## src/hdl/jdtg_pkg.sv

```systemverilog
package jdtg_pkg;

  localparam int TimerBits = 16;
  localparam int QueueDepth = 2;
  localparam int CordW = 34;
  localparam int MvW = 13;
  localparam logic [23:0] RecipM = 24'd8396809;

  typedef enum logic [2:0] {
    REG_DEAD_RADIUS  = 3'd0,
    REG_LOWER_FREQ   = 3'd1,
    REG_UPPER_FREQ   = 3'd2,
    REG_TRACKER_FREQ = 3'd3,
    REG_CLOCK_HZ     = 3'd4
  } reg_idx_e;

  typedef enum logic {
    ACT_SAMPLE = 1'b0,
    ACT_TICK   = 1'b1
  } action_e;

  typedef struct packed {
    logic        action;
    logic [9:0]  x_code;
    logic [9:0]  y_code;
    logic [9:0]  button_code;
  } item_t;

  typedef struct packed {
    logic [11:0] dead_radius;
    logic [15:0] lower_freq;
    logic [15:0] upper_freq;
    logic [15:0] tracker_freq;
    logic [24:0] clock_hz;
  } cfg_t;

  function automatic logic [31:0] atan_turns(input logic [4:0] i);
    logic [31:0] r;
    unique case (i)
      5'd0:  r = 32'h20000000;
      5'd1:  r = 32'h12E4051E;
      5'd2:  r = 32'h09FB385B;
      5'd3:  r = 32'h051111D4;
      5'd4:  r = 32'h028B0D43;
      5'd5:  r = 32'h0145D7E1;
      5'd6:  r = 32'h00A2F61E;
      5'd7:  r = 32'h00517C55;
      5'd8:  r = 32'h0028BE53;
      5'd9:  r = 32'h00145F2F;
      5'd10: r = 32'h000A2F98;
      5'd11: r = 32'h000517CC;
      5'd12: r = 32'h00028BE6;
      5'd13: r = 32'h000145F3;
      5'd14: r = 32'h0000A2FA;
      5'd15: r = 32'h0000517D;
      5'd16: r = 32'h000028BE;
      5'd17: r = 32'h0000145F;
      5'd18: r = 32'h00000A30;
      5'd19: r = 32'h00000518;
      5'd20: r = 32'h0000028C;
      5'd21: r = 32'h00000146;
      5'd22: r = 32'h000000A3;
      5'd23: r = 32'h00000051;
      default: r = 32'h0;
    endcase
    return r;
  endfunction

endpackage

```

## src/hdl/joystick_direction_tone_generator_unit.sv

```systemverilog
// joystick direction tone generator
// input queue: drive the item fields and push; an item is taken on a clock
// edge with push high and full low. two items can wait in the input queue.
// results: while empty is low the oldest result is on the result ports; pop
// takes it. every item gives exactly one result, in order.
// config: cfg_valid_i/cfg_ready_o with cfg_index_i and cfg_data_i; ready is
// always high. write only while the block is idle.
// timing: a tick item is handled in the execution unit's idle state, so ticks
// flow at one per cycle while pop keeps up. a joystick sample passes through
// scaling and the dead-zone test, the angle iterations, the frequency
// scaling, the frequency pick, the bit-serial half-period divider (skipped
// when the tone is off) and the result load; a sample inside the dead zone
// skips the angle iterations and the frequency scaling.
// a tick's result is registered once the tick leaves the input queue.
// reset: config returns to its defaults, the timer, compare point and reload
// clear, tone and tracker are off, the pin state is high; the queues empty.
// when pop stays low the result is held, the execution unit waits and the
// input queue fills until full rises.
module joystick_direction_tone_generator_unit #(
  parameter int CORDIC_STEPS = 16
) (
  input  logic        clk_i,
  input  logic        rst_ni,
  input  logic        push,
  output logic        full,
  input  logic        action_i,
  input  logic [9:0]  x_code_i,
  input  logic [9:0]  y_code_i,
  input  logic [9:0]  button_code_i,
  output logic        empty,
  input  logic        pop,
  output logic [15:0] freq_out_o,
  output logic [15:0] half_period_o,
  output logic        tracker_on_o,
  output logic        tone_on_o,
  output logic        pin_a_o,
  output logic        pin_b_o,
  input  logic        cfg_valid_i,
  output logic        cfg_ready_o,
  input  logic [2:0]  cfg_index_i,
  input  logic [24:0] cfg_data_i
);

  jdtg_pkg::cfg_t  cfg_q;
  jdtg_pkg::item_t in_item, q_item;
  logic q_valid, q_take;

  assign cfg_ready_o = 1'b1;
  assign in_item = '{action: action_i, x_code: x_code_i, y_code: y_code_i,
                     button_code: button_code_i};

  always_ff @(posedge clk_i or negedge rst_ni) begin
    if (!rst_ni) begin
      cfg_q.dead_radius  <= 12'd500;
      cfg_q.lower_freq   <= 16'd16000;
      cfg_q.upper_freq   <= 16'd16500;
      cfg_q.tracker_freq <= 16'd15000;
      cfg_q.clock_hz     <= 25'd16000000;
    end else if (cfg_valid_i) begin
      unique case (cfg_index_i)
        jdtg_pkg::REG_DEAD_RADIUS:  cfg_q.dead_radius  <= cfg_data_i[11:0];
        jdtg_pkg::REG_LOWER_FREQ:   cfg_q.lower_freq   <= cfg_data_i[15:0];
        jdtg_pkg::REG_UPPER_FREQ:   cfg_q.upper_freq   <= cfg_data_i[15:0];
        jdtg_pkg::REG_TRACKER_FREQ: cfg_q.tracker_freq <= cfg_data_i[15:0];
        jdtg_pkg::REG_CLOCK_HZ:     cfg_q.clock_hz     <= cfg_data_i;
        default: ;
      endcase
    end
  end

  jdtg_front u_front (
    .clk_i        (clk_i),
    .rst_ni       (rst_ni),
    .push         (push),
    .full         (full),
    .item_i       (in_item),
    .item_valid_o (q_valid),
    .item_o       (q_item),
    .item_take_i  (q_take)
  );

  jdtg_back #(.CORDIC_STEPS(CORDIC_STEPS)) u_back (
    .clk_i         (clk_i),
    .rst_ni        (rst_ni),
    .cfg_i         (cfg_q),
    .item_valid_i  (q_valid),
    .item_i        (q_item),
    .item_take_o   (q_take),
    .empty         (empty),
    .pop           (pop),
    .freq_out_o    (freq_out_o),
    .half_period_o (half_period_o),
    .tracker_on_o  (tracker_on_o),
    .tone_on_o     (tone_on_o),
    .pin_a_o       (pin_a_o),
    .pin_b_o       (pin_b_o)
  );

endmodule

```

## src/hdl/jdtg_front.sv

```systemverilog
module jdtg_front (
  input  logic            clk_i,
  input  logic            rst_ni,
  input  logic            push,
  output logic            full,
  input  jdtg_pkg::item_t item_i,
  output logic            item_valid_o,
  output jdtg_pkg::item_t item_o,
  input  logic            item_take_i
);

  jdtg_pkg::item_t mem_q [jdtg_pkg::QueueDepth];
  logic wr_ptr_q, rd_ptr_q;
  logic [1:0] count_q, count_d;
  logic wr_en, rd_en;

  assign full         = (count_q == 2'(jdtg_pkg::QueueDepth));
  assign item_valid_o = (count_q != 2'd0);
  assign item_o       = mem_q[rd_ptr_q];
  assign wr_en        = push && !full;
  assign rd_en        = item_take_i && item_valid_o;

  always_comb begin
    count_d = count_q;
    if (wr_en && !rd_en) count_d = count_q + 2'd1;
    else if (!wr_en && rd_en) count_d = count_q - 2'd1;
  end

  always_ff @(posedge clk_i or negedge rst_ni) begin
    if (!rst_ni) begin
      wr_ptr_q <= 1'b0;
      rd_ptr_q <= 1'b0;
      count_q  <= 2'd0;
    end else begin
      count_q <= count_d;
      if (wr_en) wr_ptr_q <= !wr_ptr_q;
      if (rd_en) rd_ptr_q <= !rd_ptr_q;
    end
  end

  always_ff @(posedge clk_i) begin
    if (wr_en) mem_q[wr_ptr_q] <= item_i;
  end

  a_count_max: assert property (@(posedge clk_i) disable iff (!rst_ni)
    count_q <= 2'(jdtg_pkg::QueueDepth)) else $error("queue overflow");
  a_count_up: assert property (@(posedge clk_i) disable iff (!rst_ni)
    (wr_en && !rd_en) |=> (count_q == $past(count_q) + 2'd1)) else $error("count");
  a_ptrs: assert property (@(posedge clk_i) disable iff (!rst_ni)
    (count_q == 2'd0 || count_q == 2'd2) |-> (wr_ptr_q == rd_ptr_q)) else $error("ptr");

endmodule

```

## src/hdl/jdtg_back.sv

```systemverilog
module jdtg_back #(
  parameter int CORDIC_STEPS = 16
) (
  input  logic            clk_i,
  input  logic            rst_ni,
  input  jdtg_pkg::cfg_t  cfg_i,
  input  logic            item_valid_i,
  input  jdtg_pkg::item_t item_i,
  output logic            item_take_o,
  output logic            empty,
  input  logic            pop,
  output logic [15:0]     freq_out_o,
  output logic [15:0]     half_period_o,
  output logic            tracker_on_o,
  output logic            tone_on_o,
  output logic            pin_a_o,
  output logic            pin_b_o
);

  localparam int IW = (CORDIC_STEPS > 1) ? $clog2(CORDIC_STEPS) : 1;
  localparam int CW = jdtg_pkg::CordW;

  typedef enum logic [9:0] {
    S_IDLE  = 10'b0000000001,
    S_MV1   = 10'b0000000010,
    S_MV2   = 10'b0000000100,
    S_PRE   = 10'b0000001000,
    S_CORD  = 10'b0000010000,
    S_SCALE = 10'b0000100000,
    S_QSEL  = 10'b0001000000,
    S_SEL   = 10'b0010000000,
    S_DIV   = 10'b0100000000,
    S_OUT   = 10'b1000000000
  } state_e;

  state_e state_q;
  logic [15:0] timer_q, cmp_q, reload_q;
  logic tone_q, pin_q, trk_q, was_q;
  logic out_valid_q;
  logic [15:0] out_freq_q, out_half_q;
  logic out_trk_q, out_tone_q, out_pin_q;

  logic [22:0] vx_q, vy_q;
  logic pressed_q;
  logic signed [jdtg_pkg::MvW-1:0] mx_q, my_q;
  logic signed [CW-1:0] cx_q, cy_q, cz_q;
  logic [IW-1:0] iter_q;
  logic signed [CW+17-1:0] prod_q;
  logic [15:0] freq_q;
  logic [24:0] dvd_q, quo_q;
  logic [17:0] rem_q;
  logic [16:0] dvs_q;
  logic [4:0]  dcnt_q;

  logic out_free, tick_go;
  logic [15:0] timer_inc;
  logic [46:0] px, py;
  logic signed [25:0] r2, lim;
  logic signed [CW-1:0] xe, ye, dx, dy, at;
  logic [16:0] span;
  logic signed [CW+17-1:0] trunc_q;
  logic signed [18:0] qv;
  logic [15:0] fsel;
  logic [17:0] rem_sh;
  logic [25:0] quo_inc;

  assign out_free    = !out_valid_q || pop;
  assign tick_go     = (state_q == S_IDLE) && item_valid_i &&
                       (item_i.action == jdtg_pkg::ACT_TICK) && out_free;
  assign item_take_o = (state_q == S_IDLE) && item_valid_i &&
                       ((item_i.action == jdtg_pkg::ACT_SAMPLE) || out_free);
  assign timer_inc   = timer_q + 16'd1;

  assign px = {24'd0, vx_q} * {23'd0, jdtg_pkg::RecipM};
  assign py = {24'd0, vy_q} * {23'd0, jdtg_pkg::RecipM};
  assign r2 = 26'(mx_q) * 26'(mx_q) + 26'(my_q) * 26'(my_q);
  assign lim = 26'({1'b0, cfg_i.dead_radius} + 13'd1) *
               26'({1'b0, cfg_i.dead_radius} + 13'd1);
  assign xe = CW'(mx_q) <<< 16;
  assign ye = CW'(my_q) <<< 16;
  assign dx = cy_q >>> iter_q;
  assign dy = cx_q >>> iter_q;
  assign at = CW'({2'b00, jdtg_pkg::atan_turns(5'(iter_q))});
  assign span = (cfg_i.upper_freq > cfg_i.lower_freq) ?
                ({1'b0, cfg_i.upper_freq} - {1'b0, cfg_i.lower_freq}) : 17'd0;
  assign trunc_q = (prod_q < 0) ? ((prod_q + (CW+17)'(33'h0FFFFFFFF)) >>> 32)
                                : (prod_q >>> 32);
  assign fsel = trk_q ? cfg_i.tracker_freq : freq_q;
  assign rem_sh = {rem_q[16:0], dvd_q[24]};
  assign quo_inc = {1'b0, quo_q} + 26'd1;

  always_comb begin
    qv = 19'(trunc_q);
    if (qv < 0) qv = qv + 19'(span);
    if (qv < 0) qv = 19'd0;
    if (qv >= 19'(span)) qv = 19'(span) - 19'd1;
    if (span == 17'd0) qv = 19'd0;
  end

  always_ff @(posedge clk_i or negedge rst_ni) begin
    if (!rst_ni) begin
      state_q     <= S_IDLE;
      timer_q     <= '0;
      cmp_q       <= '0;
      reload_q    <= '0;
      tone_q      <= 1'b0;
      pin_q       <= 1'b1;
      trk_q       <= 1'b0;
      was_q       <= 1'b0;
      out_valid_q <= 1'b0;
    end else begin
      if (pop && out_valid_q) out_valid_q <= 1'b0;
      unique case (state_q)
        S_IDLE: begin
          if (tick_go) begin
            timer_q <= timer_inc;
            out_valid_q <= 1'b1;
            if (tone_q && timer_inc == cmp_q) begin
              cmp_q <= cmp_q + reload_q;
              pin_q <= !pin_q;
            end
          end else if (item_take_o) begin
            state_q <= S_MV1;
          end
        end
        S_MV1: state_q <= S_MV2;
        S_MV2: state_q <= S_PRE;
        S_PRE: begin
          was_q <= pressed_q;
          if (r2 < lim) begin
            if (pressed_q && !was_q) trk_q <= !trk_q;
            state_q <= S_SEL;
          end else begin
            state_q <= S_CORD;
          end
        end
        S_CORD:  if (iter_q == IW'(CORDIC_STEPS - 1)) state_q <= S_SCALE;
        S_SCALE: state_q <= S_QSEL;
        S_QSEL:  state_q <= S_SEL;
        S_SEL: begin
          tone_q  <= (fsel != 16'd0);
          state_q <= (fsel != 16'd0) ? S_DIV : S_OUT;
        end
        S_DIV: begin
          if (dcnt_q == 5'd0) begin
            state_q  <= S_OUT;
          end
        end
        S_OUT: begin
          if (out_free) begin
            out_valid_q <= 1'b1;
            state_q <= S_IDLE;
          end
        end
        default: state_q <= S_IDLE;
      endcase
      if (state_q == S_DIV && dcnt_q == 5'd0) begin
        reload_q <= (quo_inc > 26'd65535) ? 16'hFFFF : quo_inc[15:0];
      end
    end
  end

  always_ff @(posedge clk_i) begin
    unique case (state_q)
      S_IDLE: begin
        vx_q      <= 23'(item_i.x_code) * 23'd5000;
        vy_q      <= 23'(item_i.y_code) * 23'd5000;
        pressed_q <= (item_i.button_code == 10'd0);
        if (tick_go) begin
          out_freq_q <= 16'd0;
          out_half_q <= reload_q;
          out_trk_q  <= trk_q;
          out_tone_q <= tone_q;
          out_pin_q  <= (tone_q && timer_inc == cmp_q) ? !pin_q : pin_q;
        end
      end
      S_MV1: begin
        mx_q <= jdtg_pkg::MvW'($signed({1'b0, px[45:33]}) - 14'sd2500);
        my_q <= jdtg_pkg::MvW'($signed({1'b0, py[45:33]}) - 14'sd2500);
      end
      S_MV2: ;
      S_PRE: begin
        freq_q <= 16'd0;
        iter_q <= '0;
        if (xe < 0) begin
          if (ye >= 0) begin
            cx_q <= ye; cy_q <= -xe; cz_q <= CW'(32'sh40000000);
          end else begin
            cx_q <= -ye; cy_q <= xe; cz_q <= -CW'(32'sh40000000);
          end
        end else begin
          cx_q <= xe; cy_q <= ye; cz_q <= '0;
        end
      end
      S_CORD: begin
        iter_q <= iter_q + IW'(1);
        if (cy_q > 0) begin
          cx_q <= cx_q + dx; cy_q <= cy_q - dy; cz_q <= cz_q + at;
        end else begin
          cx_q <= cx_q - dx; cy_q <= cy_q + dy; cz_q <= cz_q - at;
        end
      end
      S_SCALE: prod_q <= cz_q * $signed({1'b0, span});
      S_QSEL:  freq_q <= cfg_i.lower_freq + 16'(qv);
      S_SEL: begin
        freq_q <= fsel;
        dvd_q  <= cfg_i.clock_hz;
        dvs_q  <= {fsel, 1'b0};
        rem_q  <= '0;
        quo_q  <= '0;
        dcnt_q <= 5'd25;
      end
      S_DIV: begin
        if (dcnt_q != 5'd0) begin
          dcnt_q <= dcnt_q - 5'd1;
          dvd_q  <= {dvd_q[23:0], 1'b0};
          if (rem_sh >= {1'b0, dvs_q}) begin
            rem_q <= rem_sh - {1'b0, dvs_q};
            quo_q <= {quo_q[23:0], 1'b1};
          end else begin
            rem_q <= rem_sh;
            quo_q <= {quo_q[23:0], 1'b0};
          end
        end
      end
      S_OUT: begin
        if (out_free) begin
          out_freq_q <= freq_q;
          out_half_q <= reload_q;
          out_trk_q  <= trk_q;
          out_tone_q <= tone_q;
          out_pin_q  <= pin_q;
        end
      end
      default: ;
    endcase
  end

  assign empty         = !out_valid_q;
  assign freq_out_o    = out_freq_q;
  assign half_period_o = out_half_q;
  assign tracker_on_o  = out_trk_q;
  assign tone_on_o     = out_tone_q;
  assign pin_a_o       = out_pin_q;
  assign pin_b_o       = !out_pin_q;

  a_hold: assert property (@(posedge clk_i) disable iff (!rst_ni)
    (out_valid_q && !pop) |=> (out_valid_q && $stable(out_freq_q) && $stable(out_pin_q)))
    else $error("result overwritten");
  a_tick_off: assert property (@(posedge clk_i) disable iff (!rst_ni)
    (!tone_q && state_q == S_IDLE) |=> $stable(pin_q) || $past(state_q) != S_IDLE)
    else $error("pin moved with tone off");
  a_onehot: assert property (@(posedge clk_i) disable iff (!rst_ni)
    $onehot(state_q)) else $error("state");
  a_take: assert property (@(posedge clk_i) disable iff (!rst_ni)
    item_take_o |-> (state_q == S_IDLE && item_valid_i)) else $error("take");

endmodule
```

## config.mk

```make
export PLATFORM = sky130hd
export DESIGN_NAME = joystick_direction_tone_generator_unit
export DESIGN_NICKNAME = d
export VERILOG_FILES = /design/src/hdl/jdtg_pkg.sv /design/src/hdl/joystick_direction_tone_generator_unit.sv /design/src/hdl/jdtg_front.sv /design/src/hdl/jdtg_back.sv
export SDC_FILE = /design/constraint.sdc
export NUM_CORES = 2
export LEC_CHECK = 0
export BUFFER_PORTS_ARGS = -buffer_cell sky130_fd_sc_hd__buf_4
export CORE_MARGIN = 5
export CORE_UTILIZATION = 50
export DETAILED_ROUTE_END_ITERATION = 12
export PLACE_DENSITY = 0.69
export SYNTH_ARGS = -nofsm -noshare
export SYNTH_HDL_FRONTEND = slang
export SYNTH_SLANG_ARGS = --single-unit
```

## constraint.sdc

```tcl
create_clock -name clk_i -period 23.3 [get_ports clk_i]
set_input_delay 1.165 -clock clk_i [delete_from_list [all_inputs] [get_ports clk_i]]
set_output_delay 1.165 -clock clk_i [all_outputs]
set_load 0.02 [all_outputs]
```

# --- Yosys cells after proc, flatten, opt, wreduce, memory -nomap -nowiden ---
# Memories as Yosys holds them, arrays and structs flattened. A register that Yosys moved wholly into a read port is not among the register bits.
# Cells that the tools add are included.
op_classes:
  n_eq_ne: 24
  reduce_logical: 47
  shift: 2
  addsub: 25
  mux: 65
  magnitude_cmp: 11
  mul: 8
  bitwise_logic: 1
ops:
  columns: ["op", "count"]
  rows:
  - ["$mux 34", 9]
  - ["$pmux 34 s2", 3]
  - ["$mux 16", 8]
  - ["$pmux 10 s10", 1]
  - ["$pmux 25 s2", 2]
  - ["$mul 20x24->43 const B", 2]
  - ["$add 34x34->34", 2]
  - ["$neg 29->34", 2]
  - ["$sshr 34x4->34", 2]
  - ["$sub 34x34->34", 2]
  - ["$pmux 16 s2", 2]
  - ["$mux 10", 6]
  - ["$mux 19", 3]
  - ["$mul 13x13->26", 2]
  - ["$add 51x32->51 const B", 1]
  - ["$lt 51x1->1 const B", 1]
  - ["$mul 34x18->51", 1]
  - ["$mux 17", 3]
  - ["$mux 25", 2]
  - ["$pmux 16 s3", 1]
  - ["$mul 10x10->20 const B", 2]
  - ["$lt 19x1->1 const B", 2]
  - ["$add 34x33->34", 1]
  - ["$gt 34x1->1 const B", 1]
  - ["65 further kinds", 122]
word_totals:
  ram_bits: 62
  elab_cells: 223
  rom_bits: 480
  reg_bits: 515
  output_inout_bits: 39
  mem_count: 2
  input_bits: 64
mem_list:
  columns: ["name", "words", "word_bits", "rd", "rd_ports_with_merged_regs", "write_ports", "line_no", "text"]
  rows:
  - ["(name not given)", 16, 30, 1, 1, 0, "jdtg_pkg.sv:39", "unique case (i)"]
  - ["u_front.mem_q", 2, 31, 1, 0, 1, "jdtg_front.sv:12", "jdtg_pkg::item_t mem_q [jdtg_pkg::QueueDepth];"]

# --- Logic depth before layout (Yosys ltp) ---
depth:
  word_depth: 11
  depth_mapped: 51

# --- By module ---
# A second synthesis with hierarchy kept.
unflattened:
  hier_cells: 8548
  hier_area_um2: 83370.0
by_module_without_submodules:
  columns: ["module", "area_per_inst_um2", "instances", "cells_each"]
  rows:
  - ["jdtg_back", 77506.8, 1, 8246]
  - ["joystick_direction_tone_generator_unit", 3271.9, 1, 186]
  - ["jdtg_front", 2591.2, 1, 116]

# --- Worst setup path after synthesis ---
# OpenSTA, ideal clock, no wires.
synth_timing:
  path_kind: "flip-flop to flip-flop"
  start: "reg cfg_q[66] (netlist name)"
  end: "reg u_back.freq_q[15], data pin"
  arrival_time_ns: 10.204
  period_less_slack_ns: 10.340
  path_stages_with_launch: 46
  path_slack_ns: 12.960
  t_required_ns: 23.163
  path_buffers: 5
  path_cell_list: "dfstp_2 -> inv_1 -> ha_1 -> o21ai_0 -> o21a_1 -> o2bb2ai_1 -> a2111oi_0 -> nor2_1 -> clkbuf_1 -> nor3_1 -> clkbuf_1 -> ha_1 -> o21a_1 -> o31a_1 -> or4_1 -> a41o_1 -> a41oi_1 -> a21oi_1 -> [... 10 more ...] -> a211oi_1 -> o31a_1 -> o31ai_1 -> clkbuf_1 -> buf_1 -> nor2_1 -> a211oi_1 -> ha_1 -> a21oi_1 -> o2111ai_1 -> a31o_2 -> o41ai_1 -> o2111ai_1 -> a21o_1 -> xnor2_1 -> nor2_1 -> or4b_1 -> nand3_1"
synth_via:
  elab_chain_cells: 11
  word_cells_on_any_way: 14
  classes_between: "add/sub (4); order compare (3); mux (6); reduce/logical (1)"
synth_lines:
  columns: ["element", "line_no", "text"]
  rows:
  - ["start, declared", "joystick_direction_tone_generator_unit.sv:44", "jdtg_pkg::cfg_t cfg_q;"]
  - ["$sub 16x16->17 / $gt 16x16->1 (equally long branches)", "jdtg_back.sv:85, jdtg_back.sv:84", null]
  - ["$mux 17", "jdtg_back.sv:84", "assign span = (cfg_i.upper_freq > cfg_i.lower_freq) ?"]
  - ["$add 19x17->19", "jdtg_back.sv:94", "if (qv < 0) qv = qv + 19'(span);"]
  - ["$mux 19", "jdtg_back.sv:94", null]
  - ["$lt 19x1->1", "jdtg_back.sv:95", "if (qv < 0) qv = 19'd0;"]
  - ["$mux 19", "jdtg_back.sv:95", null]
  - ["$ge 19x17->1", "jdtg_back.sv:96", "if (qv >= 19'(span)) qv = 19'(span) - 19'd1;"]
  - ["$mux 16", "jdtg_back.sv:96", null]
  - ["$mux 16", "jdtg_back.sv:97", "if (span == 17'd0) qv = 19'd0;"]
  - ["$add 16x16->16 (*)", "jdtg_back.sv:204", "S_QSEL: freq_q <= cfg_i.lower_freq + 16'(qv);"]
  - ["$pmux 16 s3 (*)", "jdtg_back.sv:164", "unique case (state_q)"]
  - ["end signal, assigned", "jdtg_back.sv:204", null]
  - ["end signal, assigned", "jdtg_back.sv:206", "freq_q <= fsel;"]
  - ["end, declared", "jdtg_back.sv:49", "logic [15:0] freq_q;"]
# Every way passes the cells marked *; elsewhere a longest branch is shown, timed or not.
# A chain may end at the register's enable or synchronous reset.

# --- Worst setup path after layout ---
layout_timing:
  start: "reg cfg_q[58] (netlist name)"
  end: "reg u_back.freq_q[15], data pin"
# The elaborated chain is that of the path after synthesis.

==> run summary <==
Die Y: 416 µm
die width: 416 µm
slowest CP cell: a2111oi_0
slowest stage delay, CP: 0.98 ns
CTS tree: built
Detail Placement HPWL: 159000 µm
H-Tree Depth: 3
xor-xnor portion of the synthesized cell area: 0.0560
count leader, synth: inv_1
ys flop type: edfxtp_1
Slew Limit Fails: 0
Clock Latency Late Sink: 0.70 ns
Worst-path clk slew: 0.06 ns
Final Hold Viols: 0
CP max FO: 36
DRT antenna net count: 0
mapped cell area: 82400 µm²
vias in the first global route: 61910
area of the multi-input gates: 59100 µm²
Synth Area in Simple Gates: 0.133
achievable frequency: 84.3 MHz
full die area: 173000 µm²
post-synthesis sequential area ratio: 0.209
Max Clock Skew: 0.0436 ns
synth unique cells: 95
status: finished clean
CORE AREA: 164000 µm²
global-route wire length before repair: 328000 µm
mux contribution to synthesized area: 0.0506
global-route usage over all layers: 0.233
Area Overhead vs Synth: 6.98%
clk sinks: 607
Yosys warnings: 0
initial antenna violation count: 7
routed vias: 59524
classification of the worst setup path: flip-flop to flip-flop
sequential cell area: 17200 µm²
Setup WS pre-CTS: 11.74 ns
Clock Tree Buf Depth: 3
routed wire length: 200000 µm
number of synthesized flops with an enable pin: 425
number of setup buffers added after CTS: 0
met2 usage: 0.391
largest net degree at the start of global routing: 121
routed len/inst: 18.8 µm
Via-to-Cell Ratio: 5.59
initial core utilization: 0.501
cts hold-fix bufs: 0
Residual DRC: 0
Root Driver: clkbuf_16
worst path required time: 23.85 ns
Num CTS Buffers: 73
Finished Core Util: 0.536
Synth Area per Inst: 9.79 µm²
proportion of netlist area held by the largest area contributor: 0.254
worst slew pin tran: 1.19 ns
Rows: 149
max_cap viols: 0
unrepaired setup endpoints after global routing: no
min-delay worst type: flip-flop to flip-flop
Synth Register Bits: 607
final setup violation count: 0
I/O Buffers: 101
M3 GR Usage: 0.0331
critical path launch point type: flip-flop
number of gates resized after CTS: 0
Slew headroom: 0.203
Yosys top cell by area: fa_1
ranking of synthesized cells by area: fa_1, edfxtp_1, ha_1
NumNets Final: 10400
crit path DAT: 12.42 ns
I/O pins: 103
post-route worst setup slack: 11.44 ns
Commonest cells post-synth: inv_1, fa_1, ha_1, nand2_1, nor2_1
DR pass1 iterations: 6
period utilization: 0.509
minimum clock period: 11.86 ns
setup TNS: 0 ns
global placement routability congestion: 0.904
placed instance area: 85600 µm²
Final Instance Area: 88200 µm²
global route total overflow: 0
grt met1 use: 0.318
share of cells above drive strength 1: 0.0721
DRC marker count from the first detailed-route iteration: 4089
Cells after Synth: 8420
Synth Area in Compound Gates: 0.0863
Critical Path End Type: flip-flop
ys async rst share: 0.250
main combinational cell family by area after synthesis: adder cells
busiest grt layer: met2
fill cell count: 14629
adder-cell share of the synthesized area: 0.389
## placed cells by master (no fill, tap or decap), drive strengths merged, types with 14 or more instances in the layout
| cell | instances |
|---|---|
| dfrtp | 119 |
| dfxtp | 30 |
| dfstp | 33 |
| and2 | 338 |
| fa | 1044 |
| o22ai | 24 |
| clkinv | 30 |
| nand3 | 97 |
| xnor2 | 338 |
| buf | 176 |
| nand2b | 61 |
| o21bai | 35 |
| a31oi | 57 |
| inv | 1372 |
| or3 | 29 |
| mux2i | 88 |
| a21o | 101 |
| nand2 | 853 |
| a211oi | 52 |
| o21a | 50 |
| edfxtp | 425 |
| nor2b | 70 |
| mux2 | 124 |
| nor4 | 38 |
| o211ai | 44 |
| and3 | 87 |
| clkbuf | 93 |
| and4 | 14 |
| mux4 | 84 |
| xor2 | 189 |
| o31ai | 22 |
| ha | 891 |
| o21ai | 260 |
| nor3b | 21 |
| nand4 | 45 |
| or2 | 32 |
| nor2 | 453 |
| nor3 | 99 |
| a21oi | 322 |
## kinds of logic after synthesis
logic type	Yosys count
simple gates	2284
fa+ha+maj	1935
compound gates	1119
other cells	2
mux	296
xor+xnor	527
buf+inv	1650
flops	607
## critical path, delay by kind of cell, from the launching register on
family	cells	cell delay [ns]
AOI/OAI and AO/OA	25	6.45
xor gates and xnor gates	1	0.13
adders and majority gates	4	1.38
buffers and inverters	4	1.04
DFF	1	0.35
and+or+nand+nor	11	2.34
## final timing paths
| path | startpoint | endpoint | slack, ns | cells after the start |
|---|---|---|---|---|
| worst min register to register | u_back.tone_q | u_back.tone_on_o | 0.46 | 0 |
| worst max-delay path | cfg_q[58] | u_back.freq_q[15] | 11.44 | 45 |
| worst min-delay path | u_back.tone_q | u_back.tone_on_o | 0.46 | 0 |
| min in group asynchronous | rst_ni | u_back.reload_q[4] | 0.51 | 1 |
| worst max register to register | cfg_q[58] | u_back.freq_q[15] | 11.44 | 45 |
| max in group asynchronous | rst_ni | cfg_q[41] | 21.23 | 2 |
## per-stage QoR
stage	hold WS [ns]	instances
2_1_floorplan	0.423	8429
3_3_place_gp	0.433	10515
3_5_place_dp	0.442	10515
4_1_cts	0.457	10650
5_1_grt	0.478	10654
6_report	0.459	10654
## area by class of cell
type / instances / area share
Multi-Input combinational cell: 6172 / 0.671
Clock buffer: 93 / 0.0229
Tap cell: 2189 / 0.0311
Sequential cell: 607 / 0.195
Clock inverter: 42 / 0.00622
Inverter: 1371 / 0.0584
Timing Repair Buffer: 176 / 0.0152
Antenna cell: 4 / 0.000114
## state kept, by name, indices dropped and copies added (netlist names), 10 cells and up
| name | flops |
|---|---|
| u_back.mx_q | 13 |
| u_back.cz_q | 34 |
| u_back.dvs_q | 16 |
| u_back.prod_q | 51 |
| u_back.quo_q | 25 |
| u_back.cmp_q | 16 |
| u_back.half_period_o | 16 |
| u_back.vx_q | 20 |
| u_back.state_q | 10 |
| u_back.at | 30 |
| u_back.freq_q | 16 |
| u_back.timer_q | 16 |
| u_back.my_q | 13 |
| u_back.cy_q | 34 |
| u_back.cx_q | 34 |
| u_back.dvd_q | 25 |
| cfg_q | 85 |
| u_back.rem_q | 17 |
| u_front.mem_q | 62 |
| u_back.reload_q | 16 |
| u_back.vy_q | 20 |
| u_back.freq_out_o | 16 |
## layer usage
layer	part of all wire	vias to the layer above	routed length, µm
li1	-	27761	-
met1	0.44	29703	87100
met2	0.48	1765	95800
met3	0.061	295	12200
met4	0.025	0	5080
met5	0	-	0
Power is left out: the tool's default activity adds up to more than one toggle a clock period on the data nets, which glitch-free logic cannot reach.
